**config.mk**
```make
export PLATFORM = sky130hd
export DESIGN_NAME = lss_ram
export DESIGN_NICKNAME = d
export VERILOG_FILES = /design/src/hw/rtl/lss_ram.sv
export SDC_FILE = /design/constraint.sdc
export NUM_CORES = 1
export LEC_CHECK = 0
export BUFFER_PORTS_ARGS = -buffer_cell sky130_fd_sc_hd__buf_2
export CAP_MARGIN = 20
export CORE_UTILIZATION = 28
export DETAILED_ROUTE_END_ITERATION = 6
export PLACE_DENSITY_LB_ADDON = 0.05
export SYNTH_ARGS = -nofsm -noshare
export SYNTH_HDL_FRONTEND = slang
export SYNTH_SLANG_ARGS = --single-unit
```
**constraint.sdc**
```tcl
create_clock -name clock -period 4.6 [get_ports clock]
set_input_delay 0.46 -clock clock [delete_from_list [all_inputs] [get_ports clock]]
set_output_delay 0.46 -clock clock [all_outputs]
set_load 0.03 [all_outputs]
```
**src/hw/rtl/lss_ram.sv**
```systemverilog
// ----------------------------------------------------------------------------
// lss_ram: generic single-port-write, single-read RAM.
// One write and one registered read per cycle.
// ----------------------------------------------------------------------------
module lss_ram #(
   parameter int unsigned WIDTH = 32,
   parameter int unsigned DEPTH = 20
) (
   input  logic                     clock,
   input  logic                     wr_en,
   input  logic [$clog2(DEPTH)-1:0] wr_addr,
   input  logic [WIDTH-1:0]         wr_data,
   input  logic [$clog2(DEPTH)-1:0] rd_addr,
   output logic [WIDTH-1:0]         rd_data
);
   logic [WIDTH-1:0] mem [DEPTH];

   always_ff @(posedge clock) begin
      if (wr_en) begin
         mem[wr_addr] <= wr_data;
      end
      rd_data <= mem[rd_addr];
   end
endmodule

```
After elaboration in Yosys (flattened, before gate mapping) --
Memories as Yosys holds them, arrays and structs flattened. A register that Yosys moved wholly into a read port is not among the register bits. Index checks and enable logic that the tools add are counted.
Storage, ports and cells: flip-flop bits (word level) 0, bits in writable memories 640, input bits 44, output and inout bits 32, logic and storage cells 3, memories kept 1
Memory list:
- mem | depth 20, bits a word 32, rd ports 1, clocked after Yosys merged registers in 1, write ports 1, line 16 | logic [WIDTH-1:0] mem [DEPTH];
Cells by class: multiplexer cells 2
Operators with widths (number):
- two-way mux 1 bit | 2

Logic depth before layout (Yosys ltp) --
Gate-level depths: netlist of the first run.
depth in word-level cells 2, mapped depth 7, gate-level depth less buffers 4

Worst setup path after synthesis of the first run --
No wires, ideal clock.
kind in2reg, from in wr_addr[1], to mem mem[12][0], enable pin, setup time 421 ps, arrival 2367 ps, data required time 4179 ps, slack 1812 ps, stages 2, path buffers 0, cells stage by stage or3b_2 -> nor2_1
RTL lines:
- from (decl) | line 11 | input logic [$clog2(DEPTH)-1:0] wr_addr,
- to (decl) | line 16
Straight into the memory's write port.

==> results of run 1 <==
## synthesized netlist by cell type (all sizes together) (32+ instances only)
cell type	n	area [sq um]
a211oi	32	240
a21oi	32	160
a22oi	32	240
buf	60	463
dfxtp	32	641
edfxtp	640	19200
mux2	33	375
mux2i	223	2230
mux4	32	721
nand2	66	248
nand3	65	325
nor2	54	203
## kinds of logic after synthesis
kind of cell           Yosys count
muxes                          288
DFF                            672
and+or+nand+nor                203
AOI/OAI and AO/OA              128
buffers and inverters           71
## final cells by class
| type | count | area [sq um] | share of cell area (%) |
|---|---|---|---|
| clock inverter | 42 | 359 | 1.20 |
| clock buffer | 107 | 2180 | 7.27 |
| sequential | 672 | 19900 | 66.3 |
| timing repair buffer | 120 | 788 | 2.63 |
| multi-input combinational | 619 | 5290 | 17.7 |
| tap | 1176 | 1470 | 4.91 |
## power breakdown
part / internal (uW) / total, uW / switching, uW
clock network: 3660 / 6140 / 2480
registers: 6800 / 6840 / 36.5
logic: 209 / 672 / 463
total: 10700 / 13700 / 2980
## worst paths after layout
| check | from | end | slack (ps) |
|---|---|---|---|
| setup / recovery | rd_addr[1] | rd_data[7] | 2390 |
| hold reg to reg | mem[2][4] | rd_data[4] | 590 |
| setup reg to reg | mem[5][22] | rd_data[22] | 3330 |
| hold / removal | wr_data[20] | mem[10][20] | 260 |
## state kept, by name, summed over array words and instances (netlist names)
name,flops
mem,640
rd_data,32
## metal layers
metal | up-vias | share of wire (%) | global-route usage [%]
met1 | 6656 | 47 | 22.2
li1 | 5707 | - | -
met3 | 96 | 3.1 | 2.48
met4 | 2 | 2.2 | 4.11
met2 | 225 | 47 | 25.8
met5 | - | 0.015 | 0
## stage by stage
stage | setup slack [ps] | hold slack, ps | utilization [%] | instance area (sq um) | instances
floorplan | 1810 | 546 | - | 25500 | 1362
global placement | 1790 | 581 | 30.5 | 27400 | 2587
detailed placement | 1750 | 580 | 30.5 | 27400 | 2587
CTS | 2400 | 216 | 33.3 | 29900 | 2736
global route | 2280 | 236 | 33.3 | 29900 | 2736
finish | 2390 | 259 | 33.3 | 29900 | 2736
## critical path: stages
cell,delay [ps]
sky130_fd_sc_hd__buf_4,610
sky130_fd_sc_hd__nand2b_2,650
sky130_fd_sc_hd__buf_4,450
sky130_fd_sc_hd__o22ai_1,120
sky130_fd_sc_hd__a211oi_1,230
sky130_fd_sc_hd__nand3_1,120
==> results.md, run 1 <==
Synthesis:
- The netlist uses 31 different library cells.
- The synthesized-area fraction occupied by ao, oa, aoi and oai cells is 3.31%.
- Among all flip-flop cells after synthesis, the most frequent one is sky130_fd_sc_hd__edfxtp_1.
- The share of flip-flops with an asynchronous set or reset is 0%.
- The average instance in the mapped netlist occupies 18.7 sq um.
- The xor and xnor fraction of the mapped netlist area is 0%.
- During synthesis, Yosys emitted a total of 0 warnings.
- Summing the areas of all fa, ha and maj instances in the mapped netlist gives 0% of the synthesized area.
- Counting every instance in the synthesized netlist gives 1,362.
- The mapped netlist covers 25,500 sq um.
- The number of nets in the synthesized netlist is 1,406.
- The synthesized design contains 640 enable-type register cells.
- The fraction of the yosys area taken by sequential cells is 78.0%.
- The post-synthesis simple-gate area fraction is 3.63%.
- The combinational family with the most area after synthesis is multiplexers.
- The number of register bits inferred by synthesis is 672.
- The post-synthesis mux area share is 13.1%.

Timing:
- The worst pin sits at a relative slew slack of 31.3%.
- Subtracting the final worst setup slack from the clock period gives 2210 ps.
- The clock arrives with 22.0 ps of skew.
- The number of hold violations in the final report is 0.
- The final number of setup-violating endpoints is 0.
- The slew at the pin closest to its max-slew limit is 1030 ps.
- Derived from the worst setup path, the maximum achievable clock frequency is 453 MHz.
- The number of slew-limit violations in the final report is 0.
- The final-layout setup total negative slack is 0 ps.
- After layout, the worst path uses 48.0% of the clock period.
- Setup repair after global routing left no endpoint under its margin.

Power and ir drop:
- VDD sags by at most 0.237 mV.
- The leakage power of the design is 0.0101 uW.
- The completed layout was analyzed and its total power is 13,700 uW.
- In this run the power density over the cells is 456 nW/um^2.

Route:
- The first routing iteration left 751 violations.
- The average wire per standard cell is 26.4 microns.
- The post-route antenna net violation count is 0.
- The vias per cell is 4.64.
- For this block, the via count after detailed routing is 12,700.
- For this run, the detailed router's first-pass iteration total came to 5.
- The DRC violation count after routing is 0.
- The post-detailed-routing wire length is 72.2 mm.

Clock network:
- The maximum root-to-sink buffer count is 3.
- After clock tree synthesis, the clock-pin slew on the worst setup and hold paths is 60 ps.
- The worst-skew pair later-pin latency is 610 ps.
- For this design, the sink count on the clock tree is 672.
- The number of buffers inserted by post-CTS setup repair is 0.
- The number of clock buffers added by TritonCTS is 81.
- TritonCTS built the clock tree.
- The H-tree was split into 3 levels.
- After clock tree synthesis, the repair step resized 0 gates.
- The cell at the root of the clock tree is sky130_fd_sc_hd__clkbuf_16.
- After clock tree synthesis, the flow added hold-fix buffers numbering 0.

Critical path:
- By startpoint and endpoint, the worst setup path is classified as primary input to flip-flop.
- The critical path arrival is 2690 ps.
- Data on the critical path is required at its endpoint by 5080 ps.
- STA classifies the critical path startpoint as a primary input.
- The number of cell instances on the worst register-to-register path is 3.
- The sort of element at the end of the critical path is a flip-flop.
- The maximum fanout count along the critical path is 42.

Layout:
- Compared with the post-synthesis result, the final layout area differs by 17.6%.
- The antenna diode count is 0.
- The most common cell after layout, fill and taps aside is sky130_fd_sc_hd__edfxtp_1.
- In the layout the commonest cells are sky130_fd_sc_hd__edfxtp_1 (640), sky130_fd_sc_hd__mux2i_1 (223), sky130_fd_sc_hd__clkbuf_16 (83), sky130_fd_sc_hd__buf_2 (73).
- The layout filler cell count is 8,694.
- Cells with a size suffix above 1 make up 21.2% of the layout.
- In the final design database the tool counted 1,538 nets.

Die:
- The I/O pin count is 76.
- The area of the die is 92,100 sq um.
- From left edge to right edge, the die measures 304 microns.
- The total area inside the core boundary comes to 90,000 sq um.
- The die span in y is 304 microns.
- The floorplan has 110 rows.
- The starting density of the core is 28.3%.

Run:
- The max-capacitance violation count is 0.

Global route:
- The number of global-route vias before repair is 13,300.
- The initial antenna violation count is 4.
- The global router's overall resource usage is 15.9%.
- The largest net degree at the start of global routing is 64.
- The first global-routing pass estimated 102 mm of wire.
- For this run the aggregate overflow at the end of global routing stands at 0.

Hold path:
- The kind of path behind the tightest hold check is primary input to flip-flop.
- The number of cells traversed by the worst hold path is 1.

Placed design:
- The congestion estimate from routability-driven global placement came to 0.693.
- The count of buffers from port buffering is 75.
- The HPWL after detailed placement is 38.3 mm.

Outcome:
- The run finished with clean final reports.
Power figures use the tool's default switching activity.
==> run 2, diff against run 1 <==
Clock period 4.6 ns to 2.23 ns, I/O delays scaled along.
==> results.md, run 2 (same netlist as run 1, synthesis figures left out) <==
Die:
- The placement row count was 110 (unchanged).
- The chip width was 304 microns (unchanged).
- The floorplan core area is 90,000 sq um (unchanged).
- The area of the die is 92,100 sq um (unchanged).
- The die span in y is 304 microns (unchanged).
- The starting density of the core was 28.3% (unchanged).
- The I/O pin count is 76 (unchanged).

Timing:
- The clock skew after layout is 22.6 ps (+0.585 ps).
- Setup repair after global routing left no endpoint under its margin.
- Static timing analysis puts the maximum clock frequency at 516 MHz.
- The part of the cycle the worst path needs is 87.0%.
- The final number of setup-violating endpoints was 0 (unchanged).
- The minimum clock period after layout is 1940 ps.
- The worst setup margin was 290 ps (-2100 ps).
- The number of slew-limit violations in the final report came to 0 (unchanged).
- The slew at the pin closest to its max-slew limit is 692 ps (-336 ps).
- The number of hold violations in the final report came to 0 (unchanged).
- The worst max-slew margin expressed relative to the limit is 53.8% (+23 points).

Layout:
- The area added between synthesis and finish is 21.5%.
- The footprint of the multi-input gates was 5290 sq um (unchanged).
- The layout filler cell count was 8,668 (-0.30%).
- The area used by sequential logic in the layout is 19,900 sq um (unchanged).
- Counting flops per register, the top entry is mem.
- The top cell types in the final layout, fill and taps aside, are sky130_fd_sc_hd__edfxtp_1 (640), sky130_fd_sc_hd__mux2i_1 (223), sky130_fd_sc_hd__clkbuf_16 (85), sky130_fd_sc_hd__buf_2 (73).
- The flip-flop count of the largest register after layout is 640 (unchanged).
- The library cell used most frequently in the layout, excluding fill and tap cells, is sky130_fd_sc_hd__edfxtp_1.
- The final layout net count is 1,596 (+3.8%).
- In the final layout, the registers with the most flip-flops are mem (640), rd_data (32).
- The layout cell share with drive strength beyond 1 is 22.7% (+1.5 points).

Power and ir drop:
- The worst-case vdd ir drop came to 0.478 mV (+100%).
- The leakage power of the design came to 0.0105 uW (+4.0%).
- The power per unit of standard cell area is 926 nW/um^2 (+100%).
- The overall power after layout was 28,600 uW (+110%).

Critical path:
- The worst path required time was 2790 ps (-2290 ps).
- The type of the worst setup path is primary input to flip-flop.
- The worst setup path is launched from a primary input.
- Walking the worst path, the cells encountered are dlygate4sd3_1 -> buf_2 -> nand4bb_2 -> buf_12 -> nor2_1 -> a211oi_1 -> nand3_1.
- On the critical path, the stage with the largest delay is an instance of sky130_fd_sc_hd__nand4bb_2.
- The critical path arrival came to 2500 ps (-190 ps).
- The worst setup path is captured at a flip-flop.
- The maximum single-stage delay on the critical path is 710 ps (+60 ps).
- The maximum fanout count along the critical path is 13 (-69%).

Placed design:
- The HPWL after detailed placement is 39.2 mm (+2.4%).
- The worst slack at placement is 221 ps (-1530 ps).
- The count of buffers from port buffering is 75 (unchanged).
- The last weighted congestion value of the routability-driven placer is 0.685 (-1.2%).

Route:
- The vias per cell is 4.62 (-0.29%).
- The DRC violation count after routing is 0 (unchanged).
- The total iterations of the first detailed-routing run is 4 (-1).
- The count of vias placed by the detailed router is 12,900 (+1.9%).
- The iteration-0 DRC count of the detailed router is 723 (-3.7%).
- The post-route antenna net violation count came to 0 (unchanged).
- The post-detailed-routing wire length is 73.7 mm (+2.1%).
- The average wire per standard cell is 26.4 microns (-0.11%).

Global route:
- The number of global-route vias before repair is 13,700 (+2.8%).
- The initial antenna violation count came to 3 (-1).
- The global router's overall resource usage came to 16.3% (+0.41 points).
- The overall overflow remaining after global route is 0 (unchanged).
- The largest net degree at the start of global routing was 40 (-38%).
- The global-route wire length before repair came to 105 mm (+2.3%).

Run:
- The max-capacitance violation count is 0 (unchanged).

Clock network:
- TritonCTS built the clock tree.
- The maximum root-to-sink buffer count is 3 (unchanged).
- The cell at the root of the clock tree is sky130_fd_sc_hd__clkbuf_16.
- The hold-fix buffer count after cts is 24 (+24).
- The clock-pin slew on the worst setup and hold paths is 60 ps (about the same).
- The number of sinks handled by clock tree synthesis was 672 (unchanged).
- The worst-skew pair later-pin latency is 630 ps (+20 ps).
- The number of buffers inserted during clock tree synthesis came to 80 (-1.2%).
- The number of H-tree levels is 3 (unchanged).
- The number of gates resized after cts is 0 (unchanged).
- The number of buffers inserted by post-CTS setup repair is 0 (unchanged).

Outcome:
- The flow ran to the end, and the final reports show no timing, DRC or antenna violations.

Hold path:
- The kind of path behind the tightest hold check is primary input to flip-flop.
==> run 2: cell types whose count changed in the layout (fill, tap and decap cells not counted), sizes merged <==
cell         before  now
clkinv           31   11
buf             120  155
bufinv            6    4
inv               4    2
diode             0    1
clkinvlp          1    3
clkbuf          107  129
dlygate4sd3       0   24
==> run 2: stage by stage <==
stage | cell area [sq um] | cells | TNS (ps) | hold slack [ps] | utilization (%)
floorplan | 25500 | 1362 | -110290 | 322 | -
global placement | 28000 | 2622 | 0 | 594 | 31.2
detailed placement | 28000 | 2622 | 0 | 584 | 31.2
CTS | 30900 | 2795 | 0 | 0.156 | 34.3
global route | 30900 | 2796 | 0 | 20.3 | 34.4
finish | 30900 | 2796 | 0 | 33.8 | 34.4
==> run 2: layout make-up <==
| type | instances | share of cell area, % |
|---|---|---|
| diodes | 1 | 0.00809 |
| flip-flops and latches | 672 | 64.2 |
| well taps | 1176 | 4.76 |
| clock inverters | 20 | 0.676 |
| repair buffers | 179 | 5.39 |
| clock buffers | 129 | 7.83 |
| multi-input cells | 619 | 17.1 |
==> run 2: power breakdown <==
group / total [uW] / internal [uW] / leakage (uW) / switching [uW]
clock network: 13000 / 7880 / 0.00127 / 5140
registers: 14100 / 14000 / 0.00604 / 64.8
logic: 1530 / 526 / 0.00317 / 1000
total: 28600 / 22400 / 0.0105 / 6210
==> run 2: path summary, 6_finish.rpt <==
| path | startpoint | to | slack, ps | depth (start not counted) |
|---|---|---|---|---|
| setup / recovery | rd_addr[4] | rd_data[10] | 290 | 7 |
| hold / removal | wr_data[10] | mem[15][10] | 30 | 1 |
| setup reg to reg | mem[5][28] | rd_data[28] | 900 | 3 |
| hold reg to reg | mem[11][23] | rd_data[23] | 590 | 4 |
==> run 2: worst max-delay path: cells and delay by family <==
family	cells	cell delay (ps)
AOI/OAI and AO/OA	1	100
buffers and inverters	3	1130
and+or+nand+nor	3	1020
==> run 2: per-layer routing <==
metal	GRT usage [%]	vias up	part of all wire [%]
met5	0	-	0
met4	4.05	0	1.5
met3	2.60	86	3.1
met2	27.0	191	49
met1	22.4	6829	47
li1	-	5820	-
