===== src/hw/rtl/lss_pkg.sv =====
// ----------------------------------------------------------------------------
// lss_pkg: shared types and constants of the linear system solver.
// Holds the sequencer state type and the Q16.16 saturation limits.
// ----------------------------------------------------------------------------
package lss_pkg;

   localparam int unsigned QFRAC = 16;
   localparam logic signed [31:0] QMAX = 32'sh7FFF_FFFF;
   localparam logic signed [31:0] QMIN = 32'sh8000_0000;

   typedef enum logic [4:0] {
      ST_LOAD,
      ST_PIV_RD,
      ST_PIV_WT,
      ST_PIV_CHK,
      ST_F_RD,
      ST_F_WT,
      ST_F_DIV,
      ST_E_RDK,
      ST_E_RDJ,
      ST_E_MUL,
      ST_E_WR,
      ST_N_RD,
      ST_N_WT,
      ST_N_DIV,
      ST_B_RDA,
      ST_B_RDS,
      ST_B_MUL,
      ST_B_ACC,
      ST_B_DRD,
      ST_B_DWT,
      ST_B_GO,
      ST_B_DIV,
      ST_O_RD,
      ST_OUT
   } state_type;

   function automatic logic signed [31:0] sat32(input logic signed [65:0] v);
      if (v > 66'(QMAX)) return QMAX;
      if (v < 66'(QMIN)) return QMIN;
      return v[31:0];
   endfunction

endpackage


===== src/hw/rtl/lss_div.sv =====
// ----------------------------------------------------------------------------
// lss_div: Q16.16 divider, restoring, one quotient bit per cycle.
// Rounds to nearest with ties away from zero and saturates the result.
// ----------------------------------------------------------------------------
module lss_div (
   input  logic               clock,
   input  logic               reset,
   input  logic               start,
   input  logic signed [31:0] num,
   input  logic signed [31:0] den,
   output logic               done,
   output logic signed [31:0] quo
);
   import lss_pkg::*;

   // Dividend is 2*|a|*2^16 + |b|, quotient later halved: exact rounding.
   logic [49:0] rem_ff, rem_in;
   logic [49:0] dvd_ff, dvd_in;
   logic [32:0] dsr_ff, dsr_in;
   logic [49:0] q_ff, q_in;
   logic [5:0]  cnt_ff, cnt_in;
   logic        busy_ff, busy_in;
   logic        neg_ff, neg_in;
   logic        zero_ff, zero_in;
   logic        done_ff, done_in;
   logic [32:0] ma, mb;
   logic [50:0] trial;
   logic [49:0] qh;
   logic signed [65:0] sq;

   always_comb begin
      ma = num[31] ? 33'(-{num[31], num}) : 33'({1'b0, num});
      mb = den[31] ? 33'(-{den[31], den}) : 33'({1'b0, den});
      trial = {rem_ff, dvd_ff[49]} - 51'(dsr_ff);
      rem_in = rem_ff; dvd_in = dvd_ff; dsr_in = dsr_ff; q_in = q_ff;
      cnt_in = cnt_ff; busy_in = busy_ff; neg_in = neg_ff; zero_in = zero_ff;
      done_in = 1'b0;
      if (start) begin
         rem_in = '0;
         dvd_in = ({17'd0, ma} << (QFRAC + 1)) + 50'(mb);
         dsr_in = mb;
         q_in = '0;
         cnt_in = 6'd50;
         busy_in = 1'b1;
         neg_in = num[31] ^ den[31];
         zero_in = (mb == '0);
      end else if (busy_ff) begin
         dvd_in = {dvd_ff[48:0], 1'b0};
         if (!trial[50]) begin
            rem_in = trial[49:0];
            q_in = {q_ff[48:0], 1'b1};
         end else begin
            rem_in = {rem_ff[48:0], dvd_ff[49]};
            q_in = {q_ff[48:0], 1'b0};
         end
         cnt_in = cnt_ff - 6'd1;
         if (cnt_ff == 6'd1) begin
            busy_in = 1'b0;
            done_in = 1'b1;
         end
      end
   end

   always_comb begin
      qh = q_ff >> 1;
      if (qh > 50'h8000_0000) qh = 50'h8000_0000;
      sq = neg_ff ? -66'(qh) : 66'(qh);
      quo = zero_ff ? '0 : sat32(sq);
      done = done_ff;
   end

   always_ff @(posedge clock) begin
      if (reset) begin
         busy_ff <= 1'b0;
         done_ff <= 1'b0;
         cnt_ff <= '0;
      end else begin
         busy_ff <= busy_in;
         done_ff <= done_in;
         cnt_ff <= cnt_in;
      end
      rem_ff <= rem_in; dvd_ff <= dvd_in; dsr_ff <= dsr_in; q_ff <= q_in;
      neg_ff <= neg_in; zero_ff <= zero_in;
   end
endmodule


===== config.mk =====
export PLATFORM = sky130hd
export DESIGN_NAME = lss_div
export DESIGN_NICKNAME = d
export VERILOG_FILES = /design/src/hw/rtl/lss_pkg.sv /design/src/hw/rtl/lss_div.sv
export SDC_FILE = /design/constraint.sdc
export NUM_CORES = 1
export LEC_CHECK = 0
export BUFFER_PORTS_ARGS = -buffer_cell sky130_fd_sc_hd__buf_4
export CAP_MARGIN = 20
export CORE_ASPECT_RATIO = 0.7
export CORE_MARGIN = 5
export CORE_UTILIZATION = 56
export DETAILED_ROUTE_END_ITERATION = 10
export PLACE_DENSITY = 0.75
export SLEW_MARGIN = 20
export SYNTH_ARGS = -nofsm -noshare
export SYNTH_HDL_FRONTEND = slang
export SYNTH_SLANG_ARGS = --single-unit

===== constraint.sdc =====
create_clock -name clock -period 4.65 [get_ports clock]
set_clock_uncertainty 0.2 [all_clocks]
set_input_delay 0.2325 -clock clock [delete_from_list [all_inputs] [get_ports clock]]
set_output_delay 0.2325 -clock clock [all_outputs]
set_load 0.02 [all_outputs]

* Yosys cells after proc, flatten, opt, wreduce, memory -nomap -nowiden *
Index checks and enable logic that the tools add are counted.

storage, ports and cells
  memories kept = 0
  output and inout bits = 33
  ROM bits = 0
  register bits after elaboration = 193
  latch bits = 0
  bits in writable memories = 0
  input bits = 67

cells by class
  multiplexer cells = 22
  shift-type cells = 0
  equal/unequal tests = 1
  $lt $le $gt $ge = 3
  multipliers = 0
  add/sub/neg operators = 6
  bitwise operators = 2
  reductions and logical operators = 4
  div/mod/pow operators = 0

operators by type and width
  cell                                                   count
  2-to-1 mux 32 bit                                      5
  2-to-1 mux 50 bit                                      3
  > comparator 66 x 32 -> 1 bit (second input constant)  1
  < comparator 66 x 32 -> 1 bit (second input constant)  1
  2-to-1 mux 33 bit                                      2
  2-to-1 mux 66 bit                                      1
  negator 33 bit                                         2
  negator 50 -> 66 bit                                   1
  subtractor 51 x 33 -> 51 bit                           1
  adder 50 x 33 -> 50 bit                                1
  > comparator 49 x 32 -> 1 bit (second input constant)  1
  2-to-1 mux 49 bit                                      1
  logical NOT 33 bit                                     1
  2-to-1 mux 6 bit                                       2
  2-to-1 mux 1 bit                                       8
  equality test 6 x 1 -> 1 bit (second input constant)   1
  subtractor 6 x 1 -> 6 bit (second input constant)      1
  OR reduction 3 bit                                     1
  nonzero test 2 bit                                     1
  OR reduction 2 bit                                     1
  NOT 1 bit                                              1
  bitwise XOR 1 bit                                      1

* Longest topological paths before layout *
Gate-level depths: netlist of the first run.

  depth after elaboration = 10
  gate-level depth with buffers = 19

* Worst setup path before layout of the first run *
OpenSTA, ideal clock, no wires.

  kind = input -> register
  start = input den[14]
  end = register dvd_ff[46], data pin
  setup time = 0.260 ns
  arrival time = 4.589 ns
  data required time = 4.190 ns
  path slack = -0.399 ns
  stages on the path = 17
  cell sequence = or4_4 > or4_1 > or2_1 > or3_1 > o31ai_1 > xnor2_1 > ha_1 > or2_2 > o31a_1 > a31oi_1 > o21ai_0 > a311o_1 > and2_1 > o21ai_1 > nor4_1 > xnor2_1 > mux2_2

between the ends
  word-level cells in the longest chain between the ends = 4

RTL lines
  item                     RTL line       text
  start, declared          lss_div.sv:10  input logic signed [31:0] den,
  negator 33 bit           lss_div.sv:33  mb = den[31] ? 33'(-{den[31], den}) : 33'({1'b0, den});
  2-to-1 mux 33 bit        lss_div.sv:33
  named net mb[23]         lss_div.sv:26  logic [32:0] ma, mb;
  adder 50 x 33 -> 50 bit  lss_div.sv:40  dvd_in = ({17'd0, ma} << (QFRAC + 1)) + 50'(mb);
  2-to-1 mux 50 bit        lss_div.sv:38  if (start) begin
  named net dvd_in[46]     lss_div.sv:18  logic [49:0] dvd_ff, dvd_in;
  end signal, assigned     lss_div.sv:82  rem_ff <= rem_in; dvd_ff <= dvd_in; dsr_ff <= dsr_in; q_ff <= q_in;
  end, declared            lss_div.sv:18

The timed path passes the listed nets, and every way through them passes these cells.
A chain may end at the register's enable or synchronous reset.

* Final worst setup path of the first run *
  start = register q_ff[18]
  end = output quo[2]

between the ends
  word-level cells in the longest chain between the ends = 10

RTL lines
  item                           RTL line       text
  start, declared                lss_div.sv:20  logic [49:0] q_ff, q_in;
  start signal, assigned         lss_div.sv:82
  > comparator 49 x 32 -> 1 bit  lss_div.sv:66  if (qh > 50'h8000_0000) qh = 50'h8000_0000;
  2-to-1 mux 49 bit *            lss_div.sv:66
  negator 50 -> 66 bit           lss_div.sv:67  sq = neg_ff ? -66'(qh) : 66'(qh);
  2-to-1 mux 66 bit *            lss_div.sv:67
  < comparator 66 x 32 -> 1 bit  lss_pkg.sv:40  if (v < 66'(QMIN)) return QMIN;
  2-to-1 mux 1 bit (2 in a row)  lss_pkg.sv:40
  2-to-1 mux 32 bit              lss_pkg.sv:41  return v[31:0];
  2-to-1 mux 32 bit *            lss_pkg.sv:40
  2-to-1 mux 32 bit *            lss_div.sv:68  quo = zero_ff ? '0 : sat32(sq);
  end, declared                  lss_div.sv:12  output logic signed [31:0] quo

Every way passes the cells marked *; elsewhere a longest branch is shown, timed or not. The select of a mux whose other input is x is not followed.

==> flow_summary.yaml, run 1 <==
clock_network:
  clk_pin_slew_worst_paths_ns: 0.07
  ctsRootBufferMaster: "clkbuf_16"
  numCtsBuffers: 17
  clock_latency_ns: 0.44
  htreeDepth: 4
  ctsLongestPathBuffers: 2
  cts_sinks: 193
  cts_tree: "done"
timing:
  hold_viol_final: 0
  fin_crit_sh_pct: 99.4
  finalCriticalPeriod_ns: 4.62
  tightest_slew_ns: 0.894
  finalSetupViolations: 0
  rsz0062_at_grt: "true"
  drv_slew: 0
  maxSlewHeadroom_pct: 40.4
  max_freq_ghz: 0.216
power_and_ir_drop:
  ir_worst_vdd_v: 0.000289
  internal_power_mw: 3.75
  seqPwrFrac_pct: 37.8
  p_per_area_nw_per_um2: 348
  combPwrFrac_pct: 33.9
  pwr-share-clk_pct: 28.2
  switching_power_mw: 1.83
  netSwitchingFraction_pct: 32.8
  power.leakage_nw: 6.55
die:
  num_rows: 46
  dieArea_um2: 26700
  die_x_um: 193
  core_region_area_um2: 22800
  die_h_um: 138
  initial_core_util_pct: 57.5
  ios: 100
global_routing:
  overflow: 0
  grt_pass1_wl_um: 55100
  antenna_found_initial: 0
  grt_max_degree: 107
  track_usage_pct: 24.5
  grt_pass1_vias: 10800
placement:
  placedCellCount: 1918
  gp_congestion: 0.931
  portBuffers: 99
  postPlaceCellArea_um2: 14700
  place_hpwl_um: 23900
synthesis:
  synthArstFlopShare_pct: 0
  synth_edf_count: 85
  synth_ff_type: "dfxtp_1"
  syn_area_per_cell_um2: 8.71
  ys_ff_latch: 193
  ys_types: 83
  synthCells: 1508
  synth_warnings: 0
  synth_area_um2: 13100
  ys_seq_area_share_pct: 35.9
layout:
  area_growth_syn_to_layout_pct: 22.0
  fin_area_um2: 16000
  insertedDiodeCount: 0
  layout_common_cells: "buf_4 (186), nor2_1 (158), nand2_1 (119), dfxtp_1 (105), edfxtp_1 (85)"
  final_common_cell: "buf_4"
  final_cells: 1980
  nets: 1778
  drive_above_1_share_pct: 22.4
worst_hold_path:
  hp-class: "primary input to register"
routing:
  drc: 0
  vias: 11900
  drtIter0Drc: 1223
  dr.pass1.iters: 5
  viasPerCell: 6.02
  drtAntennaViolNets: 0
  wire_per_inst_um: 17.4
  drt_wl_total_um: 34400
worst_setup_path:
  startpoint_type: "register"
  path_max_fanout: 7
  critical_path_arrival_ns: 4.19
  path_class: "register to primary output"
  required_ns: 4.22
  end_kind: "primary output"
run:
  cap_violations: 0
status:
  status: "completed"
==> state kept, by name, summed over array words and instances, names as in the netlist <==
name and flops:
zero_ff 1, dvd_ff 50, done 1, busy_ff 1, q_ff 50, cnt_ff 6, rem_ff 50, neg_ff 1
dsr_ff 33
==> synthesized netlist by cell type (17+ instances only) <==
| library cell | instances | area share (%) |
|---|---|---|
| nand3_1 | 43 | 1.6 |
| o31ai_1 | 28 | 1.6 |
| xor2_1 | 69 | 4.6 |
| nand4_1 | 18 | 0.86 |
| nor2b_1 | 19 | 0.90 |
| a21oi_1 | 77 | 2.9 |
| nor3_1 | 20 | 0.76 |
| mux2i_1 | 59 | 4.5 |
| or4_1 | 23 | 1.3 |
| inv_1 | 67 | 1.9 |
| nor4_1 | 23 | 1.1 |
| a311oi_1 | 20 | 1.3 |
| a211oi_1 | 17 | 0.97 |
| clkbuf_1 | 66 | 1.9 |
| nand2_1 | 123 | 3.5 |
| nor2_1 | 160 | 4.6 |
| edfxtp_1 | 85 | 19 |
| dfxtp_1 | 108 | 16 |
| ha_1 | 54 | 5.1 |
| xnor2_1 | 79 | 5.3 |
| mux2_2 | 33 | 2.8 |
| o21ai_0 | 96 | 3.7 |
==> routing by layer <==
layer	GRT usage, %	vias up	routed length [um]
li1	-	5785	-
met1	38.6	5684	16700
met2	36.2	408	15100
met3	3.65	35	2130
met4	4.10	0	366
met5	0	-	0
==> power by group through the flow <==
| stage | clock, mW | combinational [mW] | sequential (mW) |
|---|---|---|---|
| floorplan | 0 | 1.28 | 2.08 |
| global placement | 0 | 1.72 | 2.13 |
| detailed placement | 0 | 1.76 | 2.14 |
| CTS | 1.60 | 1.79 | 2.11 |
| global route | 1.68 | 2.07 | 2.13 |
| finish | 1.58 | 1.89 | 2.11 |
==> critical path, stage by stage, from the launching register on <==
cell,delay [ns]
dfxtp_2,0.33
or4_4,0.54
or3_4,0.37
nor3_4,0.15
or4b_4,0.52
o31ai_4,0.27
and2_4,0.21
nand2_2,0.08
ha_4,0.19
buf_8,0.13
nand4_1,0.12
nor2_2,0.06
a21oi_2,0.18
nand2_4,0.13
buf_12,0.19
o21ai_1,0.10
buf_4,0.18
==> logic make-up after synthesis <==
| group | count (synthesis) | share of synthesized area (%) |
|---|---|---|
| AO/OA/AOI/OAI | 352 | 17.4 |
| XOR/XNOR | 148 | 9.87 |
| adder cells (fa/ha/maj) | 56 | 5.45 |
| buffers and inverters | 155 | 4.62 |
| flip-flops | 193 | 35.9 |
| multiplexers | 93 | 7.44 |
| other | 1 | 0.0285 |
| AND/OR/NAND/NOR | 510 | 19.3 |
==> worst paths after layout <==
kind                            slack (ns)       start  cells after the start          to
worst max-delay path                  0.03    q_ff[18]                     16      quo[2]
worst min-delay path                  0.03      den[5]                      2   dsr_ff[5]
worst max register to register        0.46  dvd_ff[49]                     13  rem_ff[39]
worst min register to register        0.29  rem_ff[31]                      2  rem_ff[31]
==> per-stage QoR <==
step           power [mW]  setup WS [ns]  utilization, %  hold slack, ns  TNS [ns]
4_1_cts              5.50        0.00740            68.0        0.000800         0
3_5_place_dp         3.90         -0.369            64.2           0.259     -3.88
2_1_floorplan        3.37        -0.0907               -           0.131    -0.832
6_report             5.58         0.0294            70.2          0.0288         0
5_1_grt              5.88        -0.0980            70.2          0.0408     -1.37
3_3_place_gp         3.85         -0.243            64.2           0.262     -2.34
==> final cells by class <==
cell class / count / area (um2)
Timing Repair Buffer: 214 / 1750
Tap cell: 312 / 390
Inverter: 67 / 251
Clock buffer: 22 / 497
Multi-Input combinational cell: 1162 / 8280
Clock inverter: 10 / 140
Fill cell: 1738 / 6820
Sequential cell: 193 / 4720
==> timing repair <==
item | CTS | global route
hold endpoints to repair | 16 | 0
resized for setup | 24 | 87
pin swaps | 5 | 23
hold buffers | 9 | 0
setup endpoints to repair | 31 | 48
cloned | 1 | 3
buffers inserted | 4 | 13
No activity file was read; power rests on OpenSTA's default activity.
==> run 2, diff against run 1 <==
Settings changed: ABC_AREA set to 1, PLACE_DENSITY 0.75 to 0.78.
==> run 2 against run 1 <==
  * Non-clock buffer count shrank 89
  * Synthesized cell count is 54% higher
  * Count of clock-buffer cells in the layout down 5
  * Core utilization decreased by 7.0 points
  * Clock power down 7%
  * First-iteration DRC count up 37%
  * Final area increased by 4.7%
  * Total power is 4.3% lower
  * Sequential cell count is the same
  * Fmax rose by 6.3%
  * Critical path type is now primary input to register
  * Highest routed layer unchanged
==> flow_summary.yaml, run 2 <==
status:
  status: "completed"
global_routing:
  grt_max_degree: 51
  grt_pass1_wl_um: 68200
  overflow: 0
  antenna_found_initial: 0
  track_usage_pct: 27.3
  grt_pass1_vias: 13600
synthesis:
  synth_area_leaders: "edfxtp_1 (17%), nand2_1 (17%), dfxtp_1 (14%)"
  synthArstFlopShare_pct: 0
  synth_top_cell_by_area: "edfxtp_1"
  synth_area_um2: 15100
  synth_edf_count: 85
  synth.most_common_cell: "nand2_1"
  ys_types: 51
  synth_top_area_share_pct: 16.9
  synth_warnings: 0
  synthTopCellsByCount: "nand2_1 (663), inv_1 (309), nor2_1 (306)"
  synth_ff_type: "dfxtp_1"
  ys_seq_area_share_pct: 31.3
  syn_area_per_cell_um2: 6.47
  synthCells: 2327
  ys_ff_latch: 193
worst_setup_path:
  end_kind: "register"
  r2r_start: "dsr_ff[29]"
  r2r_end: "rem_ff[14]"
  required_ns: 4.66
  critical_path_arrival_ns: 4.36
  path_class: "primary input to register"
  crit_end: "dvd_ff[46]"
  r2r_cells: 13
  rrSetupSlack_ns: 1.23
  cp-startpoint: "den[0]"
  path_max_fanout: 5
  startpoint_type: "primary input"
power_and_ir_drop:
  ir_worst_vdd_v: 0.000254
  power.leakage_nw: 7.84
  p_per_area_nw_per_um2: 318
routing:
  drc: 0
  drtIter0Drc: 1675
  viasPerCell: 5.44
  drt_wl_total_um: 41800
  vias: 15100
  drtAntennaViolNets: 0
  wire_per_inst_um: 15.0
  dr.pass1.iters: 6
layout:
  fin_area_um2: 16800
  fillers: 2472
  nets: 2526
  final_common_cell: "nand2_1"
  insertedDiodeCount: 0
  final_cells: 2780
  top_regs: "dvd_ff (50), q_ff (50), rem_ff (50)"
  drive_above_1_share_pct: 7.70
  layout_common_cells: "nand2_1 (663), inv_1 (307), nor2_1 (302), nand3_1 (141), o21ai_0 (129)"
  area_growth_syn_to_layout_pct: 11.5
timing:
  tightest_slew_ns: 0.965
  hold_viol_final: 0
  maxSlewHeadroom_pct: 35.7
  finalSetupViolations: 0
  holdWs_ns: 0.0472
  fin_crit_sh_pct: 93.5
  finalCriticalPeriod_ns: 4.35
  max_freq_ghz: 0.230
  drv_slew: 0
die:
  ios: 100
  die_x_um: 206
  initial_core_util_pct: 56.6
  num_rows: 50
  core_region_area_um2: 26600
  die_h_um: 147
  dieArea_um2: 30300
worst_hold_path:
  whs_path_depth: 2
  hp-class: "primary input to register"
clock_network:
  numCtsBuffers: 17
  cts_sinks: 193
  cts_tree: "done"
  ctsRootBufferMaster: "clkbuf_16"
  htreeDepth: 4
  clk_pin_slew_worst_paths_ns: 0.08
  cts_setup_buffers: 0
  ctsLongestPathBuffers: 2
  clock_latency_ns: 0.45
placement:
  postPlaceCellArea_um2: 16100
  placedCellCount: 2736
  portBuffers: 99
  gp_congestion: 0.954
  place_hpwl_um: 32800
run:
  cap_violations: 0
==> run 2: cell count changes after synthesis, sizes merged, moves of 26 or more <==
cell / change
o22ai: +45
mux2i: -58
clkbuf: -28
nand3: +98
nand2: +546
xnor2: -41
a21oi: +26
inv: +246
o21ai: +42
mux2: -34
nor2: +150
or4: -26
==> run 2: worst min path at each step <==
stage	from	end	slack, ns
CTS	den[18]	dsr_ff[18]	0.01
floorplan	reset	cnt_ff[4]	0.10
finish	den[18]	dsr_ff[18]	0.05
detailed placement	reset	cnt_ff[4]	0.23
global route	den[21]	dsr_ff[21]	0.03
global placement	reset	cnt_ff[4]	0.23
==> run 2: cell families (layout without fill, tap and decap cells) <==
| kind of cell | count (synthesis) | in the layout | share of synthesized area, % |
|---|---|---|---|
| simple gates | 1211 | 1211 | 33.1 |
| buf+inv | 385 | 473 | 10.1 |
| compound gates | 358 | 358 | 13.4 |
| flops | 193 | 193 | 31.3 |
| xor+xnor | 122 | 122 | 7.27 |
| fa+ha+maj | 56 | 56 | 4.75 |
| other cells | 1 | 2 | 0.0249 |
| mux | 1 | 1 | 0.0665 |
==> run 2: worst max-delay path: stages <==
cell and delay (ns):
dlygate4sd3_1 0.54, buf_4 0.15, inv_1 0.11, ha_1 0.22, nand3_1 0.16, nor2_2 0.19, inv_1 0.08, nor2_2 0.16
nand4_1 0.11, o21ai_0 0.22, xnor2_1 0.15, ha_1 0.43, nand4_1 0.12, o21ai_0 0.42, nand3_1 0.12, nand2_1 0.12
nand3_1 0.10, nand2_1 0.15, nand2_1 0.10, inv_2 0.08, nand2_1 0.06, nor2_1 0.12, nand2_1 0.07, nand3_1 0.07
nand2_1 0.06
==> run 2: timing repair <==
item / 4_1_cts / 5_1_grt
hold buffers: 12 / 0
endpoints found under the hold margin: 20 / 0
gates resized for setup: 0 / 7
endpoints found under the setup margin: 0 / 13
==> run 2: final cells by class <==
class	instances	area, um2	area share (%)
multi-input cells	1750	8860	52.8
flip-flops and latches	193	4710	28.1
inverters	316	1190	7.07
repair buffers	125	981	5.84
well taps	364	455	2.71
clock buffers	17	425	2.53
clock inverters	15	166	0.991
==> run 2: stage by stage <==
stage           TNS [ns]  power [mW]  util, %  setup slack [ns]
5_1_grt        -0.000802        5.67     63.1         -0.000802
4_1_cts                0        5.33     63.1             0.116
3_3_place_gp           0        3.81     60.4             0.376
6_report               0        5.34     63.1             0.305
2_1_floorplan          0        3.36        -              1.08
3_5_place_dp           0        3.85     60.4             0.192
==> run 2: metal layers <==
layer	share of wire [%]	GRT usage [%]
met1	51	43.7
met2	40	38.8
met3	7.7	4.52
met4	0.78	4.42
met5	0	0
==> run 2: where the power goes <==
| part | internal [mW] | switching [mW] |
|---|---|---|
| Combinational | 0.632 | 1.18 |
| Sequential | 1.96 | 0.0987 |
| Clock | 0.764 | 0.710 |
| Total | 3.36 | 1.99 |
==> run 3, diff against run 2 <==
Settings changed: CORE_ASPECT_RATIO 0.7 to 2, CORE_UTILIZATION 56 to 55, PLACE_DENSITY 0.78 to 0.76.
==> run 3 against run 2 <==
  * Setup slack worse by 0.033 ns
  * Sequential cell count stayed put
  * Total power grew 1.6%
  * Worst hold slack worse by 0.013 ns
  * Wire length up 13%
  * Non-clock buffer count is 1 higher
  * Critical path depth unchanged
  * Cell count shrank 0.54%
  * Largest cell class unchanged
==> flow_summary.yaml, run 3 (synthesized netlist as in run 2, its figures left out) <==
routing:
  drt_wl_total_um: 47100
  drtAntennaViolNets: 0
  viasPerCell: 5.62
  drc: 0
  wire_per_inst_um: 17.0
  vias: 15500
  drtIter0Drc: 974
  dr.pass1.iters: 5
clock_network:
  ctsLongestPathBuffers: 2
  cts_sinks: 193
  htreeDepth: 4
  ctsRootBufferMaster: "clkbuf_16"
  clock_latency_ns: 0.46
  cts_tree: "done"
  numCtsBuffers: 17
  clk_pin_slew_worst_paths_ns: 0.08
die:
  core_region_area_um2: 27000
  initial_core_util_pct: 55.8
  die_h_um: 244
  dieArea_um2: 31000
  die_x_um: 127
  num_rows: 85
  ios: 100
power_and_ir_drop:
  p_total_mw: 5.43
  ir_worst_vdd_v: 0.000273
  p_per_area_nw_per_um2: 323
  power.leakage_nw: 7.87
worst_hold_path:
  hp-class: "primary input to register"
worst_setup_path:
  path_class: "primary input to register"
  end_kind: "register"
  required_ns: 4.67
  critical_path_arrival_ns: 4.39
  startpoint_type: "primary input"
  path_max_fanout: 6
timing:
  finalWorstSetupSlack_ns: 0.272
  finalCriticalPeriod_ns: 4.38
  maxSlewHeadroom_pct: 31.9
  finalSetupViolations: 0
  setup_tns_ns: 0
  max_freq_ghz: 0.228
  hold_viol_final: 0
  drv_slew: 0
  fin_crit_sh_pct: 94.2
  tightest_slew_ns: 1.02
global_routing:
  grt_max_degree: 72
  antenna_found_initial: 0
  overflow: 0
  grt_pass1_vias: 15300
  track_usage_pct: 29.8
  grt_pass1_wl_um: 73800
placement:
  postPlaceCellArea_um2: 16000
  dp_slack_ns: 0.194
  place_hpwl_um: 37300
  portBuffers: 99
  gp_congestion: 1.05
  placedCellCount: 2720
layout:
  area_growth_syn_to_layout_pct: 11.6
  fillers: 2608
  final_common_cell: "nand2_1"
  top_regs: "dvd_ff (50), q_ff (50), rem_ff (50)"
  layout_common_cells: "nand2_1 (663), inv_1 (307), nor2_1 (303), nand3_1 (141), o21ai_0 (128)"
  final_cells: 2765
  drive_above_1_share_pct: 7.70
  insertedDiodeCount: 0
  fin_area_um2: 16800
  nets: 2527
status:
  status: "completed"
run:
  cap_violations: 0
-- run 3: cell types whose count changed in the layout (fill, tap and decap cells not counted), sizes merged --
cell / delta
bufinv: -1
buf: +2
clkinv: +4
dlygate4sd3: -1
inv: -1
clkinvlp: -2
-- run 3: what timing repair did --
item,4_1_cts,5_1_grt
buffers inserted,0,1
endpoints found under the hold margin,18,1
setup endpoints to repair,0,13
hold buffers,10,1
gates resized for setup,0,6
-- run 3: power by group --
part           switching [mW]  internal (mW)
logic                    1.22          0.632
clock network           0.776          0.733
registers               0.104           1.96
-- run 3: path summary, 6_finish.rpt --
path	startpoint	endpoint	slack, ns	cells after the start
max	den[0]	dvd_ff[47]	0.27	25
min	den[9]	dsr_ff[9]	0.03	3
max reg2reg	dsr_ff[31]	rem_ff[13]	1.07	13
min reg2reg	rem_ff[3]	rem_ff[3]	0.27	2
-- run 3: routing by layer --
layer / GRT usage (%) / share of wire, % / vias to the layer above
met5: 0 / 0 / -
met4: 23.8 / 9.0 / 0
met3: 4.24 / 4.1 / 214
met2: 56.7 / 53 / 545
met1: 27.4 / 34 / 7085
li1: - / - / 7692
-- run 3: worst max-delay path: stages --
cell and delay (ns):
dlygate4sd3_1 0.54, buf_4 0.14, inv_1 0.10, ha_1 0.22, nand3_1 0.15, nor2_1 0.21
inv_1 0.10, nor2_2 0.17, nand3_1 0.09, o21ai_0 0.23, xor2_1 0.30, ha_1 0.27
nand3_1 0.12, nand2_1 0.11, a31oi_1 0.12, o21ai_2 0.20, nand2_1 0.07, nand2_1 0.11
nand2_1 0.08, nor2_1 0.17, nand2_1 0.20, nor2_1 0.18, nand3_1 0.10, nand3_1 0.09
nand2_1 0.05
-- run 3: metrics by stage --
stage / hold WS [ns] / utilization, %
6_report: 0.0340 / 62.2
4_1_cts: 0.0116 / 62.0
5_1_grt: 0.0302 / 62.2
3_3_place_gp: 0.229 / 59.4
2_1_floorplan: 0.102 / -
3_5_place_dp: 0.232 / 59.4
-- run 3: area by class of cell --
class | count | area (um2) | area share [%]
Inverter | 316 | 1190 | 7.06
Timing Repair Buffer | 126 | 998 | 5.94
Clock inverter | 15 | 188 | 1.12
Tap cell | 348 | 435 | 2.59
Sequential cell | 193 | 4710 | 28.0
Multi-Input combinational cell | 1750 | 8860 | 52.7
Clock buffer | 17 | 425 | 2.53
